[src/hdl/tmr_pkg.sv]
// Shared types, widths and codes of the triangle mask rasterizer.
package tmr_pkg;

    // Fixed field widths.
    localparam int CMD_W     = 2;
    localparam int COORD_W   = 24;
    localparam int POS_W     = 32;
    localparam int HALF_W    = 24;
    localparam int TPM_W     = 32;
    localparam int RES_W     = 4;
    localparam int CFG_W     = 32;
    localparam int CFG_IDX_W = 2;
    localparam int COV_W     = 2;
    localparam int COUNT_W   = 17;

    // Shared multiplier and edge accumulator widths.
    localparam int MUL_W       = 34;
    localparam int PROD_W      = 2 * MUL_W;
    localparam int EDGE_W      = 56;
    localparam int QUERY_SHIFT = 28;

    // Command codes.
    localparam logic [CMD_W-1:0] CMD_CLEAR = 2'd0;
    localparam logic [CMD_W-1:0] CMD_DRAW  = 2'd1;
    localparam logic [CMD_W-1:0] CMD_QUERY = 2'd2;

    // Configuration register indexes.
    localparam logic [CFG_IDX_W-1:0] CFG_RES_LOG2 = 2'd0;
    localparam logic [CFG_IDX_W-1:0] CFG_HALF_EXT = 2'd1;
    localparam logic [CFG_IDX_W-1:0] CFG_TPM      = 2'd2;

    // Coverage classes.
    localparam logic [COV_W-1:0] COV_WATER = 2'd0;
    localparam logic [COV_W-1:0] COV_LAND  = 2'd1;
    localparam logic [COV_W-1:0] COV_MIXED = 2'd2;

    // Register values after reset.
    localparam logic [RES_W-1:0]  RES_LOG2_RESET = 4'd8;
    localparam logic [HALF_W-1:0] HALF_EXT_RESET = 24'd16000;
    localparam logic [TPM_W-1:0]  TPM_RESET      = 32'd2147484;

    typedef logic signed [MUL_W-1:0]  t_mop;
    typedef logic signed [PROD_W-1:0] t_prod;
    typedef logic signed [EDGE_W-1:0] t_edge;

endpackage

[src/hdl/tmr_mul.sv]
// Shared signed multiplier with a registered product.
module tmr_mul (
    input  logic          i_clk,
    input  tmr_pkg::t_mop i_a,
    input  tmr_pkg::t_mop i_b,
    output tmr_pkg::t_prod o_prod
);

    tmr_pkg::t_prod r_prod;

    // One product per cycle, available the cycle after the operands.
    always_ff @(posedge i_clk) begin
        r_prod <= tmr_pkg::t_prod'(i_a) * tmr_pkg::t_prod'(i_b);
    end

    assign o_prod = r_prod;

endmodule

[config.mk]
export PLATFORM = sky130hd
export DESIGN_NAME = tmr_mul
export DESIGN_NICKNAME = d
export VERILOG_FILES = /design/src/hdl/tmr_pkg.sv /design/src/hdl/tmr_mul.sv
export SDC_FILE = /design/constraint.sdc
export NUM_CORES = 2
export LEC_CHECK = 0
export BUFFER_PORTS_ARGS = -buffer_cell sky130_fd_sc_hd__buf_2
export CORE_ASPECT_RATIO = 1.75
export CORE_MARGIN = 2
export CORE_UTILIZATION = 40
export CTS_CLUSTER_DIAMETER = 200
export DETAILED_ROUTE_END_ITERATION = 10
export PLACE_DENSITY = 0.52
export RECOVER_POWER = 100
export SLEW_MARGIN = 15
export SYNTH_ARGS = -nofsm -noshare
export SYNTH_HDL_FRONTEND = slang
export SYNTH_SLANG_ARGS = --single-unit
[constraint.sdc]
create_clock -name i_clk -period 14.5 [get_ports i_clk]
set_input_delay 0.725 -clock i_clk [delete_from_list [all_inputs] [get_ports i_clk]]
set_output_delay 0.725 -clock i_clk [all_outputs]
set_load 0.02 [all_outputs]
## Yosys cells after proc, flatten, opt, wreduce, memory -nomap -nowiden

Cells that the tools add are included.

| word-level totals | value |
|---|---|
| register bits | 68 |
| output and inout port bits | 68 |

| cells by class | value |
|---|---|
| multipliers | 1 |

Operators with widths:

| cell | count |
|---|---|
| $mul 34x34->68 | 1 |

## Longest topological paths before layout

| logic depth | value |
|---|---|
| depth in word-level cells | 1 |
| mapped depth | 31 |

## Worst setup path before layout

Ideal clock, no wire load.

| timing path | value |
|---|---|
| kind | in2reg |
| start point | input port i_a[33] |
| end point | register r_prod[65] (netlist: o_prod[65]) |
| path buffers | 2 |
| arrival | 8.143 ns |
| setup slack | 6.285 ns |
| stages on the path | 24 |
| required time | 14.428 ns |
| library setup time | 0.072 ns |
| cells stage by stage | clkbuf_1 > nand2_1 > inv_1 > fa_1 > fa_1 > fa_1 > fa_1 > inv_1 > fa_1 > fa_1 > fa_1 > fa_1 > inv_1 > ha_1 > clkdlybuf4s50_2 > nand3_1 > or2_2 > nor2_1 > a221oi_1 > o21ai_0 > a31oi_2 > nor2_2 > o41ai_2 > xnor2_1 |

| on the way | value |
|---|---|
| cells in the longest elaborated chain, start to end | 1 |

RTL lines:

| what | RTL line | source |
|---|---|---|
| start: declaration | tmr_mul.sv:4 | `input tmr_pkg::t_mop i_a,` |
| $mul 34x34->68 | tmr_mul.sv:13 | `r_prod <= tmr_pkg::t_prod'(i_a) * tmr_pkg::t_prod'(i_b);` |
| end signal: assignment | tmr_mul.sv:13 |  |
| end: declaration | tmr_mul.sv:9 | `tmr_pkg::t_prod r_prod;` |

No other way between the ends.

## Worst setup path in the final report

| timing path | value |
|---|---|
| start point | input port i_a[0] |
| end point | register r_prod[67] (netlist: o_prod[67]) |

The elaborated chain is that of the path after synthesis.

==> metrics.txt <==
DP Wirelength=107000 um; post-synthesis sequential area ratio=between 3 and 4%; pin count of the biggest net entering global routing=35; Crit Path Category=input port to flop; CTS max path bufs=2; proportion of layout cells with a drive suffix above 1=about 3.2%; mux contribution to synthesized area=0%; gr usage total=about a quarter; Ys Warns=0; die area=roughly 0.11 sq mm; Final Hold Vio Count=0; failing checks=capacitance limit, slew limit; H-tree levels=3; simple-gate share of the synthesized area=between 15 and 20%; max_slew headroom=-60.4%; max cap viols=2; Reg area=around 0.0014 sq mm; Vias/cell=~5.1; Setup Buffers After CTS=0; RSZ-0062 raised after global routing=false; setup ws final=approximately 3700 ps; worst-path maximum fanout=34; hold crit path type=input port to flop; Clock Pin Slew Worst Setup and Hold Paths=around 70 ps; Placement Rows=~160; # IOs=~140; CP endpoint=o_prod[67]$_DFF_P_; synthesized instance count=between 4000 and 5000; PostCTS Resize Cnt=0; WL final=around 130000 um; via count=between 20000 and 30000; Mapped Avg Cell Area=between 9 and 10 sq um; vias in the first global route=~35000; pins over their slew limit=42; Adder-Cell Fraction of Synth Area=a little under two thirds; post-synth design cell area=between 0.04 and 0.05 sq mm; final setup violation count=0; total CTS buffers=9; max FFs per register=68; drt first pass iters=5; fmax=around 93 MHz; Final period util=around 74%; Worst Path Arrival=11100 ps; first-pass GRT wire length=208000 um; P&R area growth vs syn=4.57%; DRT iter0 DRCs=approximately 1300; Starting Density=40.2%; Crit. Startpoint=i_a[0]; CP endpoint kind=flop; Tmin final=between 10000 and 15000 ps; setup_tns=0 ps; Clock Tree Root=clkbuf_16; status=finished with violations; Fin Hold WS=roughly 880 ps; DR WL/cell=~23 um; Nets=6033; EDFF count, synth=0; post-place setup slack=5400 ps; share of synthesized registers carrying an async set or reset=0%; worst slew pin tran=between 2000 and 2500 ps; area of the core=0.107 sq mm; clk sinks=between 60 and 70; largest family of logic cells by synthesized area=adder cells; GRT Residual Overflow=0; Main synth FF type=dfxtp_1; Multi-input gate area=0.0361 sq mm; Die W=around 250 um; final estimated routing congestion in global placement=between 0.9 and 1; Layout fillers=approximately 11000; Yosys cell types=between 60 and 70; Post-CTS Hold Fix Bufs=0; flops & latches, synth=68; CTS tree=yes; CP Data Required Time=14800 ps; Residual DRC=0; Compound-Gate Fraction of Synth Area=under 10%; Routed Antenna Nets=0; initial antenna violation count=17; crit start category=input port; xor and xnor area share after synthesis=1.61%; final core occ=between 40% and 50%; Die Y=between 400 and 500 um; syn nets=approximately 6100; IO Port Bufs=approximately 140
==> worst min path at each step <==
stage / from / endpoint / cells after the start
6_report: i_b[0] / o_prod[0]$_DFF_P_ / 3
5_1_grt: i_b[0] / o_prod[0]$_DFF_P_ / 3
4_1_cts: i_b[0] / o_prod[0]$_DFF_P_ / 3
3_5_place_dp: o_prod[24]$_DFF_P_ / o_prod[24] / 1
3_3_place_gp: o_prod[25]$_DFF_P_ / o_prod[25] / 1
2_1_floorplan: i_a[0] / o_prod[0]$_DFF_P_ / 1
==> cell usage after synthesis, types with 12 or more instances <==
library cell | n | area share, %
a21o_1 | 37 | 0.65
a21oi_1 | 61 | 0.71
and2_1 | 621 | 9.0
clkbuf_1 | 214 | 1.9
dfxtp_1 | 68 | 3.2
fa_1 | 1241 | 58
ha_1 | 204 | 5.9
inv_1 | 1231 | 11
nand2_1 | 542 | 4.7
nand2b_1 | 20 | 0.29
nor2_1 | 54 | 0.47
o21ai_0 | 31 | 0.36
o21bai_1 | 12 | 0.21
xnor2_1 | 56 | 1.1
xor2_1 | 23 | 0.47
==> cell families (layout without fill, tap and decap cells) <==
group           after synthesis  count (layout)
other cells                   0               2
buf+inv                    1460            1430
simple gates               1296            1296
compound gates              206             206
flops                        68              68
fa+ha+maj                  1445            1445
xor+xnor                     79              79
==> placed cells by master, fill, tap and decap left out, drive strengths merged, types with 56 or more instances in the layout <==
master / count
nor2: 56
nand2: 542
and2: 623
buf: 111
ha: 204
xnor2: 56
a21oi: 63
dfxtp: 68
fa: 1241
clkbuf: 80
inv: 1234
==> critical path, stage by stage <==
cell	delay, ps
buf_2	70
clkbuf_1	1690
nand2b_1	270
fa_1	450
fa_1	500
inv_1	50
fa_1	490
fa_1	450
fa_1	610
fa_1	460
fa_1	490
inv_1	50
fa_1	530
inv_1	60
ha_1	430
nand2_1	130
o21ai_0	220
or2_2	160
nor2b_1	60
or4_1	500
o21ai_0	1370
a31oi_1	670
o21ai_0	360
a21oi_1	110
xnor2_1	120
==> layout make-up <==
cell class	count	share of cell area [%]
Clock inverter	7	0.186
Clock buffer	9	0.501
Tap cell	1368	3.80
Sequential cell	68	3.03
Timing Repair Buffer	182	2.07
Antenna cell	2	0.0111
Multi-Input combinational cell	3026	80.1
Inverter	1232	10.3
==> stage by stage <==
step | cells | area [sq um]
2_1_floorplan | 4554 | 43000
3_3_place_gp | 5876 | 44900
3_5_place_dp | 5876 | 44900
4_1_cts | 5892 | 45200
5_1_grt | 5892 | 45000
6_report | 5894 | 45000
==> layer usage <==
| layer | global-route usage (%) | wire length, um | vias to the layer above |
|---|---|---|---|
| li1 | - | - | 12715 |
| met1 | 25.6 | 43300 | 16107 |
| met2 | 49.9 | 75900 | 745 |
| met3 | 2.35 | 3910 | 376 |
| met4 | 17.5 | 10900 | 10 |
| met5 | 0 | 64 | - |
Power is left out: the tool's default activity adds up to more than one toggle a clock period on the data nets, which glitch-free logic cannot reach.
